<file path="src/rtl/stn_pkg.sv">
`timescale 1ns / 1ps
`default_nettype none

package stn_pkg;

    // Characters that steer the normalizer.
    localparam logic [7:0] CH_SEMI   = 8'h3B;
    localparam logic [7:0] CH_QUOTE  = 8'h22;
    localparam logic [7:0] CH_BSLASH = 8'h5C;
    localparam logic [7:0] CH_NL     = 8'h0A;
    localparam logic [7:0] CH_SPACE  = 8'h20;
    localparam logic [7:0] CH_COMMA  = 8'h2C;
    localparam logic [7:0] CH_PLUS   = 8'h2B;
    localparam logic [7:0] CH_CR     = 8'h0D;

    // Depth of the result queue; it must take two words from one input.
    localparam int unsigned QUEUE_DEPTH = 4;

    // One input word.
    typedef struct packed {
        logic [7:0] byte_in;
        logic       final_byte;
    } stn_in_t;

    // One result word.
    typedef struct packed {
        logic [7:0] byte_out;
        logic       byte_valid;
        logic       end_of_text;
    } stn_out_t;

endpackage

`default_nettype wire

</file>
<file path="src/rtl/source_text_normalizer.sv">
// An accepted word passes through the input register and then the result queue to the output.
// One input word per cycle while the queue has room; a word that yields two results is
// absorbed by a four-entry result queue.
// The input stalls while its register holds a word and the queue has fewer than two free entries.
// Reset (rst_n low, asynchronous) empties the pipeline and queue and returns the
// comment, string, escape, line-start, last-kept and held-space state to a new text.
`timescale 1ns / 1ps
`default_nettype none

module source_text_normalizer #(
    parameter int unsigned QueueDepth = stn_pkg::QUEUE_DEPTH
) (
    input  wire logic            clk,
    input  wire logic            rst_n,
    input  wire logic            src_valid,
    output logic                 src_stall,
    input  wire stn_pkg::stn_in_t  src_word,
    output logic                 res_valid,
    input  wire logic            res_stall,
    output stn_pkg::stn_out_t    res_word
);
    import stn_pkg::*;

    localparam int unsigned PtrW = $clog2(QueueDepth);
    localparam int unsigned CntW = $clog2(QueueDepth + 1);

    // Input register.
    logic    s_valid_reg, s_valid_next;
    stn_in_t s_word_reg;

    // Normalizer state.
    logic       comment_reg, comment_next;
    logic       str1_reg, str1_next;
    logic       esc1_reg, esc1_next;
    logic       str2_reg, str2_next;
    logic       esc2_reg, esc2_next;
    logic       line_start_reg, line_start_next;
    logic [7:0] last_kept_reg, last_kept_next;
    logic       held_reg, held_next;

    // Result queue.
    stn_out_t          queue_mem [QueueDepth];
    logic [PtrW-1:0]   wr_ptr_reg, wr_ptr_next;
    logic [PtrW-1:0]   rd_ptr_reg, rd_ptr_next;
    logic [CntW-1:0]   count_reg, count_next;

    logic       src_take;
    logic       advance;
    logic       pop;
    stn_out_t   res0, res1;
    logic [1:0] push_n;
    logic [7:0] c;
    logic       fin;
    logic       keep;
    logic       drop_held;
    logic       hold;

    // Handshake: the register moves on when the queue has room for two words.
    assign advance   = s_valid_reg && (count_reg <= CntW'(QueueDepth - 2));
    assign src_stall = s_valid_reg && !advance;
    assign src_take  = src_valid && !src_stall;
    assign pop       = res_valid && !res_stall;
    assign res_valid = (count_reg != '0);
    assign res_word  = queue_mem[rd_ptr_reg];

    // Both normalizing stages on the registered word.
    always_comb
    begin
        comment_next    = comment_reg;
        str1_next       = str1_reg;
        esc1_next       = esc1_reg;
        str2_next       = str2_reg;
        esc2_next       = esc2_reg;
        line_start_next = line_start_reg;
        last_kept_next  = last_kept_reg;
        held_next       = held_reg;
        res0            = '0;
        res1            = '0;
        push_n          = 2'd0;
        keep            = 1'b1;
        drop_held       = 1'b0;
        hold            = 1'b0;
        fin             = s_word_reg.final_byte;
        c               = s_word_reg.byte_in;

        // Comment blanking.
        if (esc1_reg)
        begin
            esc1_next = 1'b0;
        end
        else if (c == CH_SEMI && !str1_reg)
        begin
            comment_next = !comment_reg;
            c            = CH_SPACE;
        end
        else if (c == CH_NL)
        begin
            comment_next = 1'b0;
            str1_next    = 1'b0;
        end
        else if (comment_reg)
        begin
            c = CH_SPACE;
        end
        else if (c == CH_QUOTE)
        begin
            str1_next = !str1_reg;
        end
        else if (c == CH_BSLASH)
        begin
            esc1_next = 1'b1;
        end

        // White space normalization.
        if (esc2_reg)
        begin
            esc2_next = 1'b0;
        end
        else if (c == CH_QUOTE)
        begin
            str2_next = !str2_reg;
        end
        else if (c == CH_BSLASH)
        begin
            esc2_next = 1'b1;
        end
        else if (c == CH_NL)
        begin
            str2_next       = 1'b0;
            line_start_next = 1'b1;
            drop_held       = 1'b1;
        end
        else if (!str2_reg && c == CH_CR)
        begin
            keep = 1'b0;
        end
        else if (!str2_reg && c == CH_SPACE &&
                 (last_kept_reg == CH_SPACE || last_kept_reg == CH_COMMA ||
                  last_kept_reg == CH_PLUS || fin))
        begin
            keep = 1'b0;
        end
        else if (!str2_reg && c == CH_SPACE && line_start_reg)
        begin
            c               = CH_COMMA;
            line_start_next = 1'b0;
        end
        else if (!str2_reg && c == CH_SPACE)
        begin
            hold = 1'b1;
        end
        else if (!str2_reg && c == CH_PLUS)
        begin
            drop_held = 1'b1;
        end

        // Result words; a flushed held space goes first.
        if (hold)
        begin
            held_next      = 1'b1;
            last_kept_next = CH_SPACE;
        end
        else if (keep)
        begin
            held_next      = 1'b0;
            last_kept_next = c;
            if (held_reg && !drop_held)
            begin
                res0   = '{byte_out: CH_SPACE, byte_valid: 1'b1, end_of_text: 1'b0};
                res1   = '{byte_out: c, byte_valid: 1'b1, end_of_text: 1'b0};
                push_n = 2'd2;
            end
            else
            begin
                res0   = '{byte_out: c, byte_valid: 1'b1, end_of_text: 1'b0};
                push_n = 2'd1;
            end
        end

        // End of text: mark the last word and start a fresh text.
        if (fin)
        begin
            if (push_n == 2'd0)
            begin
                res0   = '{byte_out: 8'h00, byte_valid: 1'b0, end_of_text: 1'b1};
                push_n = 2'd1;
            end
            else if (push_n == 2'd1)
            begin
                res0.end_of_text = 1'b1;
            end
            else
            begin
                res1.end_of_text = 1'b1;
            end
            comment_next    = 1'b0;
            str1_next       = 1'b0;
            esc1_next       = 1'b0;
            str2_next       = 1'b0;
            esc2_next       = 1'b0;
            line_start_next = 1'b1;
            last_kept_next  = CH_SPACE;
            held_next       = 1'b0;
        end
    end

    // Input register valid, queue pointers and fill count.
    always_comb
    begin
        s_valid_next = s_valid_reg;
        if (src_take)
        begin
            s_valid_next = 1'b1;
        end
        else if (advance)
        begin
            s_valid_next = 1'b0;
        end
        wr_ptr_next = wr_ptr_reg;
        rd_ptr_next = rd_ptr_reg;
        count_next  = count_reg;
        if (advance)
        begin
            wr_ptr_next = wr_ptr_reg + PtrW'(push_n);
            count_next  = count_next + CntW'(push_n);
        end
        if (pop)
        begin
            rd_ptr_next = rd_ptr_reg + PtrW'(1);
            count_next  = count_next - CntW'(1);
        end
    end

    // Control and state registers.
    always_ff @(posedge clk or negedge rst_n)
    begin
        if (!rst_n)
        begin
            s_valid_reg    <= 1'b0;
            comment_reg    <= 1'b0;
            str1_reg       <= 1'b0;
            esc1_reg       <= 1'b0;
            str2_reg       <= 1'b0;
            esc2_reg       <= 1'b0;
            line_start_reg <= 1'b1;
            last_kept_reg  <= CH_SPACE;
            held_reg       <= 1'b0;
            wr_ptr_reg     <= '0;
            rd_ptr_reg     <= '0;
            count_reg      <= '0;
        end
        else
        begin
            s_valid_reg <= s_valid_next;
            wr_ptr_reg  <= wr_ptr_next;
            rd_ptr_reg  <= rd_ptr_next;
            count_reg   <= count_next;
            if (advance)
            begin
                comment_reg    <= comment_next;
                str1_reg       <= str1_next;
                esc1_reg       <= esc1_next;
                str2_reg       <= str2_next;
                esc2_reg       <= esc2_next;
                line_start_reg <= line_start_next;
                last_kept_reg  <= last_kept_next;
                held_reg       <= held_next;
            end
        end
    end

    // Input payload register.
    always_ff @(posedge clk)
    begin
        if (src_take)
        begin
            s_word_reg <= src_word;
        end
    end

    // Result queue storage.
    always_ff @(posedge clk)
    begin
        if (advance && push_n != 2'd0)
        begin
            queue_mem[wr_ptr_reg] <= res0;
        end
        if (advance && push_n == 2'd2)
        begin
            queue_mem[wr_ptr_reg + PtrW'(1)] <= res1;
        end
    end

    // The fill count never passes the queue depth.
    assert property (@(posedge clk) disable iff (!rst_n)
        count_reg <= CntW'(QueueDepth))
        else $error("result queue overfilled");

    // Pointers and fill count agree.
    assert property (@(posedge clk) disable iff (!rst_n)
        (count_reg == CntW'(QueueDepth)) ||
        ((wr_ptr_reg - rd_ptr_reg) == count_reg[PtrW-1:0]))
        else $error("queue pointers disagree with fill count");

    // A held space never exists inside a string.
    assert property (@(posedge clk) disable iff (!rst_n)
        held_reg |-> !str2_reg)
        else $error("space held inside a string");

    // The last word of a text leaves a fresh state behind.
    assert property (@(posedge clk) disable iff (!rst_n)
        (advance && s_word_reg.final_byte) |=>
            (!comment_reg && !held_reg && !esc1_reg && !esc2_reg && line_start_reg))
        else $error("state not cleared after end of text");

endmodule

`default_nettype wire

</file>
<file path="config.mk">
export PLATFORM = sky130hd
export DESIGN_NAME = source_text_normalizer
export DESIGN_NICKNAME = d
export VERILOG_FILES = /design/src/rtl/stn_pkg.sv /design/src/rtl/source_text_normalizer.sv
export SDC_FILE = /design/constraint.sdc
export NUM_CORES = 1
export LEC_CHECK = 0
export BUFFER_PORTS_ARGS = -buffer_cell sky130_fd_sc_hd__buf_2
export CAP_MARGIN = 0
export CORE_MARGIN = 2
export CORE_UTILIZATION = 60
export CTS_BUF_LIST = sky130_fd_sc_hd__clkbuf_8
export CTS_CLUSTER_DIAMETER = 80
export DETAILED_ROUTE_END_ITERATION = 10
export PLACE_DENSITY_LB_ADDON = 0.08
export SLEW_MARGIN = 15
export SYNTH_ARGS = -nofsm -noshare
export SYNTH_HDL_FRONTEND = slang
export SYNTH_SLANG_ARGS = --single-unit
</file>
<file path="constraint.sdc">
create_clock -name clk -period 4.24 [get_ports clk]
set_input_delay 0.636 -clock clk [delete_from_list [all_inputs] [get_ports clk]]
set_output_delay 0.636 -clock clk [all_outputs]
set_load 0.02 [all_outputs]
</file>
==> metrics.md <==
| Metric | Value |
|---|---|
| Actual slew at the worst max-slew pin | `847 ps` |
| IO Port Bufs | `24` |
| Post-CTS Hold Buffers | `0` |
| Post-placement cell area | `3700 um2` |
| Synth Instances | `296` |
| FF-to-FF path depth | `14` |
| CORE AREA | `5570 um2` |
| Clock-pin slew on the worst setup and hold paths | `70 ps` |
| Slew margin rel. | `0.428` |
| Synth area leader | `edfxtp_1` |
| Die W | `80.6 um` |
| Worst VDD drop | `0.450 mV` |
| Fill cells | `410` |
| Max Clock Freq | `262 MHz` |
| Worst-path fanout max | `12` |
| IO Pins | `25` |
| Final Util | `0.694` |
| Gpl congestion | `0.887` |
| FF+latch area | `2050 um2` |
| Switching share of power | `0.372` |
| Total CTS buffers | `9` |
| First-pass GRT wire length | `11.4 mm` |
| Internal power | `1500 uW` |
| DRC Markers | `0` |
| Share of flip-flops with an asynchronous set or reset | `0.319` |
| Crit path arrival time | `4040 ps` |
| Multi-input logic area | `1370 um2` |
| Max cap viols | `0` |
| Ys Warns | `0` |
| Worst-Skew Late Latency | `350 ps` |
| Routed len/inst | `17.5 um` |
| Min Tclk post-route | `3810 ps` |
| CTS tree | `done` |
| Die ar. | `6500 um2` |
| Post-Route WL | `6.98 mm` |
| Clock Skews | `8.26 ps` |
| Sequential Power Share | `0.469` |
| Total track usage | `0.242` |
| Area Growth Syn to Fin | `9.77%` |
| Post-route ant nets | `0` |
| Slew Viols, Final | `0` |
| Power Density | `618 nW/um2` |
| Grt ovf | `0` |
| Root Buffer | `clkbuf_8` |
| Ys flop type | `edfxtp_1` |
| Ant diodes | `0` |
| Final Cycle Share | `0.899` |
| Clk sinks | `72` |
| Synthesized flop and latch total | `72` |
| # nets final | `339` |
| Initial antenna violation count | `0` |
| Largest net degree at the start of global routing | `24` |
| Critical Path Start Type | `flop` |
| Count leader, synth | `edfxtp_1` |
| CP endpoint kind | `flop` |
| Max reg flops | `40` |
| Final Hold Fails | `0` |
| Initial drt markers | `144` |
| # resized after CTS | `0` |
| DIE HEIGHT | `80.6 um` |
| Data required, critical path | `4470 ps` |
| Top cell type's share of synthesized area | `0.418` |
| Setup bufs post-CTS | `0` |
| Gate power share | `0.341` |
| P_sw | `889 uW` |
| Sequential share of the synthesized area | `0.582` |
| Final Cell Area | `3870 um2` |
| Max clock buf depth | `2` |
| Outcome | `complete, no violations` |
| RSZ-0062 raised after global routing | `false` |
| Post-synthesis cell type count | `57` |
| Post-synthesis net count | `313` |
| Mapped Area | `3520 um2` |
| Total number of vias | `2427` |
| Post-synth EDFFs | `49` |
| Synth top area cells | `edfxtp_1, dfrtp_1, mux4_2` |
| Overall power | `2390 uW` |
| Share of cells above drive strength 1 | `0.205` |
| Post-synth top cells | `edfxtp_1, nor2_1, nand2_1` |
| Hold Crit Class | `in2async` |
| Clock power frac | `0.191` |
| Setup violators final | `0` |
| Crit Path Class | `reg2reg` |
| Initial Utilization | `0.632` |
| Lkg Pwr | `0.00147 uW` |
| Synthesized area per cell | `11.9 um2` |
| DP Wirelength | `5.02 mm` |
| H-tree depth | `3` |
| Sum of negative setup slack | `0 ps` |
| Via density | `6.08` |
| Vias in the first global route | `2302` |
| Row cnt | `27` |
| DRT Pass-1 Iters | `4` |
through the flow:
stage | std cells | setup WS (ps) | hold WS (ps)
6_report | 399 | 430 | 273
5_1_grt | 399 | 105 | 305
4_1_cts | 399 | 454 | 280
3_5_place_dp | 383 | 470 | 475
3_3_place_gp | 383 | 580 | 465
2_1_floorplan | 296 | 717 | 340
power groups by stage:
stage / clock (uW) / combinational, uW / sequential [uW]
6_report: 456 / 814 / 1120
5_1_grt: 491 / 901 / 1150
4_1_cts: 468 / 820 / 1120
3_5_place_dp: 0 / 815 / 1130
3_3_place_gp: 0 / 796 / 1120
2_1_floorplan: 0 / 680 / 1030
worst max-delay path, cell delays in order, from the launching register on:
cell	delay, ps
edfxtp_1	490
nor4bb_1	410
a41oi_1	450
a211o_1	430
o21ai_4	210
nand2_4	120
nand2b_4	160
inv_6	60
nor2_1	150
ha_1	180
fa_1	420
mux2i_1	200
ha_1	180
nand2_1	60
xor2_1	180
final timing paths:
path / from / to / slack (ps)
max: s_word_reg[8] / count_reg[2] / 430
min: rst_n / comment_reg / 270
max reg2reg: s_word_reg[8] / count_reg[2] / 430
min reg2reg: str1_reg / str1_reg / 490
max in group asynchronous: rst_n / last_kept_reg[5] / 3590
min in group clk: src_word[7] / s_word_reg[7] / 460
cells by family after synthesis:
| family | synth area share |
|---|---|
| muxes | 0.0753 |
| buffers and inverters | 0.0320 |
| xor gates and xnor gates | 0.0124 |
| adders and majority gates | 0.0163 |
| AOI/OAI and AO/OA | 0.109 |
| DFF | 0.582 |
| and+or+nand+nor | 0.173 |
placed cells by master, fill, tap and decap left out, types with 2 or more instances in the layout:
cell type	Yosys	layout
a211oi_1	3	3
a21oi_1	15	15
a31o_2	2	2
and2_1	4	4
and3_1	3	3
and3b_1	2	2
buf_2	4	24
buf_4	0	5
clkbuf_8	0	9
clkinv_2	0	4
dfrtp_1	21	21
dfstp_2	2	2
edfxtp_1	49	49
ha_1	3	3
inv_1	8	9
mux2i_1	4	4
mux4_2	10	10
nand2_1	34	34
nand2b_1	5	5
nand3_1	7	7
nor2_1	35	35
nor2b_1	4	4
nor3_1	5	5
nor4_2	1	2
nor4b_1	2	2
o21a_1	2	2
o21ai_0	20	20
o21ai_1	4	4
o31ai_1	2	2
o32ai_1	2	2
o41ai_1	3	3
xnor2_1	2	2
xor2_1	3	3
layer usage:
| layer | wire (um) | part of all wire | track usage |
|---|---|---|---|
| met1 | 2870 | 0.41 | 0.309 |
| met2 | 3670 | 0.53 | 0.414 |
| met3 | 361 | 0.052 | 0.0618 |
| met4 | 70 | 0.010 | 0.0627 |
| met5 | 0 | 0 | 0 |
final cells by class:
cell class / instances / share of cell area
Inverter: 9 / 0.0100
Clock buffer: 9 / 0.0320
Tap cell: 72 / 0.0233
Multi-Input combinational cell: 201 / 0.354
Sequential cell: 72 / 0.530
Timing Repair Buffer: 29 / 0.0408
Clock inverter: 7 / 0.0104
Note: power is estimated with default switching activity, not from simulation.
